<file path="src/hw/rtl/ffsa_pkg.sv">
// Shared types and constants for the first-fit slot allocator.
// Used by the channel interfaces, the controller, the datapath and the top level.
package ffsa_pkg;

   localparam int SLOTS_DEF = 64;

   localparam int NAME_W   = 40;
   localparam int KIND_W   = 3;
   localparam int SIZE_W   = 7;
   localparam int STATUS_W = 3;
   localparam int BASE_W   = 6;
   localparam int COUNT_W  = 7;
   localparam int FREE_W   = 7;

   // five ASCII spaces form the blank name, which an allocate refuses
   localparam logic [NAME_W-1:0] BLANK_TAG = 40'h20_2020_2020;

   localparam logic [KIND_W-1:0] KIND_ALLOC = 3'd0;
   localparam logic [KIND_W-1:0] KIND_FREE  = 3'd1;
   localparam logic [KIND_W-1:0] KIND_SWOUT = 3'd2;
   localparam logic [KIND_W-1:0] KIND_SWIN  = 3'd3;
   localparam logic [KIND_W-1:0] KIND_EVICT = 3'd4;

   typedef enum logic [STATUS_W-1:0] {
      ST_OK       = 3'd0,
      ST_DUP      = 3'd1,
      ST_NOSPACE  = 3'd2,
      ST_NOTFOUND = 3'd3,
      ST_BADSIZE  = 3'd4
   } status_type;

   typedef enum logic [1:0] {
      SCAN_COUNT,
      SCAN_FIT,
      SCAN_CLEAR
   } scan_mode_type;

   typedef enum logic {
      STORE_PRI,
      STORE_BAK
   } store_type;

   // controller to datapath
   typedef struct packed {
      logic          load;
      logic          scan_start;
      scan_mode_type scan_mode;
      logic          fill_start;
      store_type     sel;
      logic          len_from_cnt;
      logic          target_from_last;
      logic          rsp_load;
      status_type    rsp_status;
      logic          from_clear;
   } cmd_type;

   // datapath to controller
   typedef struct packed {
      logic [KIND_W-1:0] kind;
      logic              name_blank;
      logic              size_zero;
      logic              busy;
      logic              cnt_zero;
      logic              fit_found;
      logic              any_valid;
      logic              out_busy;
   } stat_type;

endpackage

</file>
<file path="src/hw/rtl/ffsa_ctrl.sv">
// Operation sequencer of the slot allocator: walks each request through its scan,
// fill and clear passes. Depends on ffsa_pkg; drives ffsa_dp through cmd_type.
module ffsa_ctrl (
   input  logic               clock,
   input  logic               reset,
   input  logic               req_valid,
   output logic               req_ready,
   output ffsa_pkg::cmd_type  cmd,
   input  ffsa_pkg::stat_type stat
);
   import ffsa_pkg::*;

   typedef enum logic [3:0] {
      S_IDLE,
      S_DISPATCH,
      S_ALLOC_SCAN,
      S_FREE_SCAN,
      S_SW_COUNT,
      S_SW_FIT,
      S_SW_FILL,
      S_EV_SCAN,
      S_FINISH,
      S_RESP
   } state_type;

   state_type  state_ff, state_in;
   status_type status_ff, status_in;
   logic       from_clear_ff, from_clear_in;
   store_type  src_store, dst_store;

   // swap direction follows the latched kind
   assign src_store = (stat.kind == KIND_SWOUT) ? STORE_PRI : STORE_BAK;
   assign dst_store = (stat.kind == KIND_SWOUT) ? STORE_BAK : STORE_PRI;

   assign req_ready = (state_ff == S_IDLE);

   always_comb begin
      state_in      = state_ff;
      status_in     = status_ff;
      from_clear_in = from_clear_ff;
      cmd           = '0;
      cmd.rsp_status = status_ff;
      cmd.from_clear = from_clear_ff;

      unique case (state_ff)
         S_IDLE: begin
            if (req_valid) begin
               cmd.load = 1'b1;
               state_in = S_DISPATCH;
            end
         end
         S_DISPATCH: begin
            status_in     = ST_OK;
            from_clear_in = 1'b0;
            unique case (stat.kind)
               KIND_ALLOC: begin
                  cmd.scan_start = 1'b1;
                  cmd.scan_mode  = SCAN_COUNT;
                  cmd.sel        = STORE_PRI;
                  state_in       = S_ALLOC_SCAN;
               end
               KIND_FREE: begin
                  cmd.scan_start = 1'b1;
                  cmd.scan_mode  = SCAN_CLEAR;
                  cmd.sel        = STORE_PRI;
                  state_in       = S_FREE_SCAN;
               end
               KIND_SWOUT, KIND_SWIN: begin
                  cmd.scan_start = 1'b1;
                  cmd.scan_mode  = SCAN_COUNT;
                  cmd.sel        = src_store;
                  state_in       = S_SW_COUNT;
               end
               KIND_EVICT: begin
                  cmd.scan_start = 1'b1;
                  cmd.scan_mode  = SCAN_COUNT;
                  cmd.sel        = STORE_PRI;
                  state_in       = S_EV_SCAN;
               end
               default: begin
                  status_in = ST_BADSIZE;
                  state_in  = S_RESP;
               end
            endcase
         end
         S_ALLOC_SCAN: begin
            if (!stat.busy) begin
               if (stat.name_blank || !stat.cnt_zero) begin
                  status_in = ST_DUP;
                  state_in  = S_RESP;
               end else if (stat.size_zero) begin
                  status_in = ST_BADSIZE;
                  state_in  = S_RESP;
               end else if (!stat.fit_found) begin
                  status_in = ST_NOSPACE;
                  state_in  = S_RESP;
               end else begin
                  cmd.fill_start = 1'b1;
                  cmd.sel        = STORE_PRI;
                  state_in       = S_FINISH;
               end
            end
         end
         S_FREE_SCAN: begin
            if (!stat.busy) begin
               if (stat.cnt_zero) begin
                  status_in = ST_NOTFOUND;
               end else begin
                  from_clear_in = 1'b1;
               end
               state_in = S_RESP;
            end
         end
         S_SW_COUNT: begin
            if (!stat.busy) begin
               if (stat.cnt_zero) begin
                  status_in = ST_NOTFOUND;
                  state_in  = S_RESP;
               end else begin
                  cmd.len_from_cnt = 1'b1;
                  cmd.scan_start   = 1'b1;
                  cmd.scan_mode    = SCAN_FIT;
                  cmd.sel          = dst_store;
                  state_in         = S_SW_FIT;
               end
            end
         end
         S_SW_FIT: begin
            if (!stat.busy) begin
               if (!stat.fit_found) begin
                  status_in = ST_NOSPACE;
                  state_in  = S_RESP;
               end else begin
                  cmd.fill_start = 1'b1;
                  cmd.sel        = dst_store;
                  state_in       = S_SW_FILL;
               end
            end
         end
         S_SW_FILL: begin
            if (!stat.busy) begin
               cmd.scan_start = 1'b1;
               cmd.scan_mode  = SCAN_CLEAR;
               cmd.sel        = src_store;
               state_in       = S_FINISH;
            end
         end
         S_EV_SCAN: begin
            if (!stat.busy) begin
               if (!stat.any_valid) begin
                  status_in = ST_NOTFOUND;
                  state_in  = S_RESP;
               end else begin
                  // clear every slot owned by the tag found highest up
                  cmd.target_from_last = 1'b1;
                  cmd.scan_start       = 1'b1;
                  cmd.scan_mode        = SCAN_CLEAR;
                  cmd.sel              = STORE_PRI;
                  from_clear_in        = 1'b1;
                  state_in             = S_FINISH;
               end
            end
         end
         S_FINISH: begin
            if (!stat.busy) begin
               state_in = S_RESP;
            end
         end
         S_RESP: begin
            if (!stat.out_busy) begin
               cmd.rsp_load = 1'b1;
               state_in     = S_IDLE;
            end
         end
         default: begin
            state_in = S_IDLE;
         end
      endcase
   end

   always_ff @(posedge clock) begin
      if (reset) begin
         state_ff      <= S_IDLE;
         status_ff     <= ST_OK;
         from_clear_ff <= 1'b0;
      end else begin
         state_ff      <= state_in;
         status_ff     <= status_in;
         from_clear_ff <= from_clear_in;
      end
   end

   a_accept_dispatch: assert property (@(posedge clock) disable iff (reset)
      (req_valid && req_ready) |=> (state_ff == S_DISPATCH))
      else $error("accepted request did not move to dispatch");

   a_start_when_quiet: assert property (@(posedge clock) disable iff (reset)
      (cmd.scan_start || cmd.fill_start) |-> !stat.busy)
      else $error("pass started while another pass is running");

   a_load_when_free: assert property (@(posedge clock) disable iff (reset)
      cmd.rsp_load |-> !stat.out_busy)
      else $error("response loaded over one not yet taken");

endmodule

</file>
<file path="config.mk">
export PLATFORM = sky130hd
export DESIGN_NAME = ffsa_ctrl
export DESIGN_NICKNAME = d
export VERILOG_FILES = /design/src/hw/rtl/ffsa_pkg.sv /design/src/hw/rtl/ffsa_ctrl.sv
export SDC_FILE = /design/constraint.sdc
export NUM_CORES = 1
export LEC_CHECK = 0
export ABC_AREA = 1
export BUFFER_PORTS_ARGS = -buffer_cell sky130_fd_sc_hd__buf_2
export CORE_MARGIN = 1.5
export CORE_UTILIZATION = 54
export CTS_CLUSTER_SIZE = 12
export DETAILED_ROUTE_END_ITERATION = 12
export PLACE_DENSITY = 0.92
export SYNTH_ARGS = -nofsm -noshare
export SYNTH_HDL_FRONTEND = slang
export SYNTH_SLANG_ARGS = --single-unit
</file>
<file path="constraint.sdc">
create_clock -name clock -period 2.1 [get_ports clock]
set_clock_uncertainty 0.2 [all_clocks]
set_input_delay 0.42 -clock clock [delete_from_list [all_inputs] [get_ports clock]]
set_output_delay 0.42 -clock clock [all_outputs]
set_load 0.1 [all_outputs]
</file>
==> results.ini, run 1 <==
[placed_design]
dp_cells=219
gp_congestion=0.981
hpwl_mm=2.26
port-buffer-count=26

[clocking]
cts_buffers=3
cts_hold_buf=0
cts_root_buf=clkbuf_4
h-tree-depth=1
clock_path_buffers=2
clock_sinks=8

[synth]
synthesis.nets=190
synth-seq-area-share=0.182
syn_area_um2=882
yosysTopAreaCellShare=0.247
synth_common_cells=nand2_1, nor2_1, inv_1
synth_ff_type=dfxtp_1
ys_top_cells_by_area=nand2_1, dfxtp_1, nor2_1
ys_warn_count=0
syn_inst=177
yosys_register_bits=8
synth_top_cell_by_area=nand2_1
syn-mean-instance-area_um2=4.98
synth_most_common_cell=nand2_1
async_flop_share=0
synth.distinct_cells=20
synth_edf_count=0

[global_route]
grt_max_degree=10

[run_status]
error_line=[ERROR DPL-0038] Utilization greater than 100%, impossible to legalize
stop_stage=global routing
status=stopped before the end

[floorplanning]
die_h_um=43.4
fp.dieW_um=43.4
ios=27
num_rows=14
initial_utilization=0.579

[sta]
grt-worst-endpoint=cmd[10]
worstEndpointType=primary output

-- per-stage QoR --
step	TNS, ns	hold WS [ns]	setup WS (ns)	instance area, um^2
2_1_floorplan	-0.648	0.275	-0.246	1000
3_5_place_dp	0	0.287	0.0625	1290
3_3_place_gp	0	0.286	0.129	1290
4_1_cts	-0.121	0.159	-0.0292	1430
-- cell families after synthesis --
group | Yosys count | synth area share
compound gates | 21 | 0.131
buf+inv | 26 | 0.115
flops | 8 | 0.182
simple gates | 122 | 0.573
-- what timing repair did --
action                                  in CTS
endpoints found under the setup margin       6
setup buffers                                6
endpoints found under the hold margin        0
pin swaps                                    7
gates resized for setup                     22
==> inputs of run 2 (changes only) <==
Settings changed: CORE_AREA from default to 2 2 63 65, CORE_MARGIN 1.5 to default, CORE_UTILIZATION 54 to default, CTS_CLUSTER_SIZE 12 to default, DIE_AREA from default to 0 0 65 67, PLACE_DENSITY 0.92 to default, PLACE_DENSITY_LB_ADDON from default to 0.15.
==> results.ini, run 2 <==
[run_status]
status=finished with violations
failed_checks=setup timing

[sta]
fin_crit_sh=1.01
finalMaxSlewViolations=0
rsz0062_at_grt=true
setup_slack_ns=-0.0156
tightest_slew_ns=0.488
fmax_mhz=473
worst_hold_slack_ns=0.200
setup-violations-final=2
maxSlewHeadroom=0.677
finalHoldViolCount=0
post-route-min-period_ns=2.12

[synth]
synth_edf_count=0  ; unchanged
synth_common_cells=nand2_1, nor2_1, inv_1
synth_most_common_cell=nand2_1
synth.distinct_cells=20  ; unchanged
yosysTopAreaCellShare=0.247  ; unchanged
async_flop_share=0  ; unchanged
synth_top_cell_by_area=nand2_1
syn_inst=177  ; unchanged
syn-mean-instance-area_um2=4.98  ; unchanged
synth_ff_type=dfxtp_1
ys_top_cells_by_area=nand2_1, dfxtp_1, nor2_1
ys_warn_count=0  ; unchanged
synth-seq-area-share=0.182  ; unchanged
syn_area_um2=882  ; unchanged
yosys_register_bits=8  ; unchanged
synthesis.nets=190  ; unchanged

[detailed_routing]
num_vias=1249
drt-vias-per-instance=4.49
ant_nets=0
initialDrtViolationCount=65
wire_per_inst_um=11.4
dr.pass1.iters=4
drc=0
routed_wl_mm=3.18

[floorplanning]
coreArea_um2=3610
die-area_um2=4360
ios=27  ; unchanged
initial_utilization=0.245  ; -0.334
num_rows=22  ; +8
die_h_um=67  ; +54%
fp.dieW_um=65  ; +50%

[final_layout]
diodes=0
final_cell_mix=nand2_1, nor2_1, buf_4, inv_1, buf_2
final_util=0.453
largest_registers=state_ff x4, status_ff x3, from_clear_ff x1
layout-area-overhead-vs-synth_pct=85.2
final_common_cell=nand2_1
fillCellCount=379
drive_gt1_frac=0.404
largest_reg_flops=4
nNetsFinal=244
regMostFlops=state_ff

[global_route]
antenna_found_initial=0
grt_pass1_vias=1152
grt_pass1_wl_mm=5.18
grt_use_total=0.153
grt_max_degree=8
gr-total-overflow=0

[setup_path]
endpoint_kind=primary output
crit_type=reg2out
worst-path-max-fanout=5
arrival_ns=1.50
critical_path_required_ns=1.48
startpoint_type=register

[placed_design]
port-buffer-count=26  ; unchanged
gp_congestion=0.850  ; -13%
hpwl_mm=2.52  ; +11%
dp_slack_ns=0.119  ; +0.0564 ns

[clocking]
clock_sinks=8  ; unchanged
cts_root_buf=clkbuf_8
clk_latency_ns=0.23
cts_tree=yes
cts_buffers=3  ; unchanged
h-tree-depth=1  ; unchanged
cts.clk_slew.worst_paths_ns=0.04
clock_path_buffers=2  ; unchanged
cts_hold_buf=0  ; unchanged

[pwr]
vdd_ir_drop_max_mv=0.615
p_per_area_nw_per_um2=1380
leakagePower_nw=0.836

[hold_path]
worstHoldPathType=in2reg

[run]
cap_violations=0

[run 2: per-stage QoR]
stage / TNS [ns] / total power [W] / cell area, um^2 / cells
3_3_place_gp: 0 / 0.00186 / 1400 / 258
6_report: -0.0230 / 0.00225 / 1630 / 278
3_5_place_dp: 0 / 0.00185 / 1400 / 258
5_1_grt: -0.278 / 0.00244 / 1630 / 278
2_1_floorplan: -0.648 / 0.00140 / 1000 / 177
4_1_cts: -0.0166 / 0.00213 / 1510 / 268
[run 2: kinds of logic after synthesis]
logic type	Yosys count	share of synthesized area
flops	8	0.182
simple gates	122	0.573
buf+inv	26	0.115
compound gates	21	0.131
[run 2: final cells by class]
cell class / instances / area, um^2 / share of cell area
Sequential cell: 8 / 175 / 0.107
Multi-Input combinational cell: 143 / 786 / 0.481
Clock buffer: 4 / 45.0 / 0.0276
Inverter: 24 / 100 / 0.0613
Timing Repair Buffer: 51 / 468 / 0.286
Tap cell: 48 / 60.1 / 0.0368
[run 2: final timing paths]
check | from | end | slack, ns | cells past startpoint
worst min register to register | from_clear_ff | from_clear_ff | 0.30 | 2
worst min-delay path | reset | state_ff[0] | 0.20 | 2
worst max-delay path | state_ff[3] | cmd[8] | -0.02 | 6
worst max register to register | state_ff[1] | status_ff[2] | 0.39 | 11
[run 2: what timing repair did]
item	CTS	global route
setup endpoints to repair	4	7
endpoints found under the hold margin	0	0
resized for setup	6	14
gates cloned	0	0
setup buffers	6	10
pin swaps	4	8
[run 2: critical path, cell delays in order, from the launching register on]
cell and delay (ns):
dfxtp_4 0.36, nor2_4 0.20, nand2_4 0.10, inv_4 0.08
a31oi_4 0.09, nor3_4 0.22, buf_12 0.20
[run 2: metal layers]
layer  GRT usage  share of wire  up-vias
met5           0              0        -
met4      0.0399          0.014        0
li1            -              -      665
met3      0.0236          0.054        6
met1       0.195           0.47      540
met2       0.268           0.46       38
[run 2: power breakdown]
part | total, W | switching [W] | internal, W
Sequential | 0.000296 | 0.0000752 | 0.000221
Clock | 0.000198 | 0.0000656 | 0.000132
Combinational | 0.00176 | 0.00114 | 0.000621
Total | 0.00225 | 0.00128 | 0.000974
(Power assumes the default switching activity.)
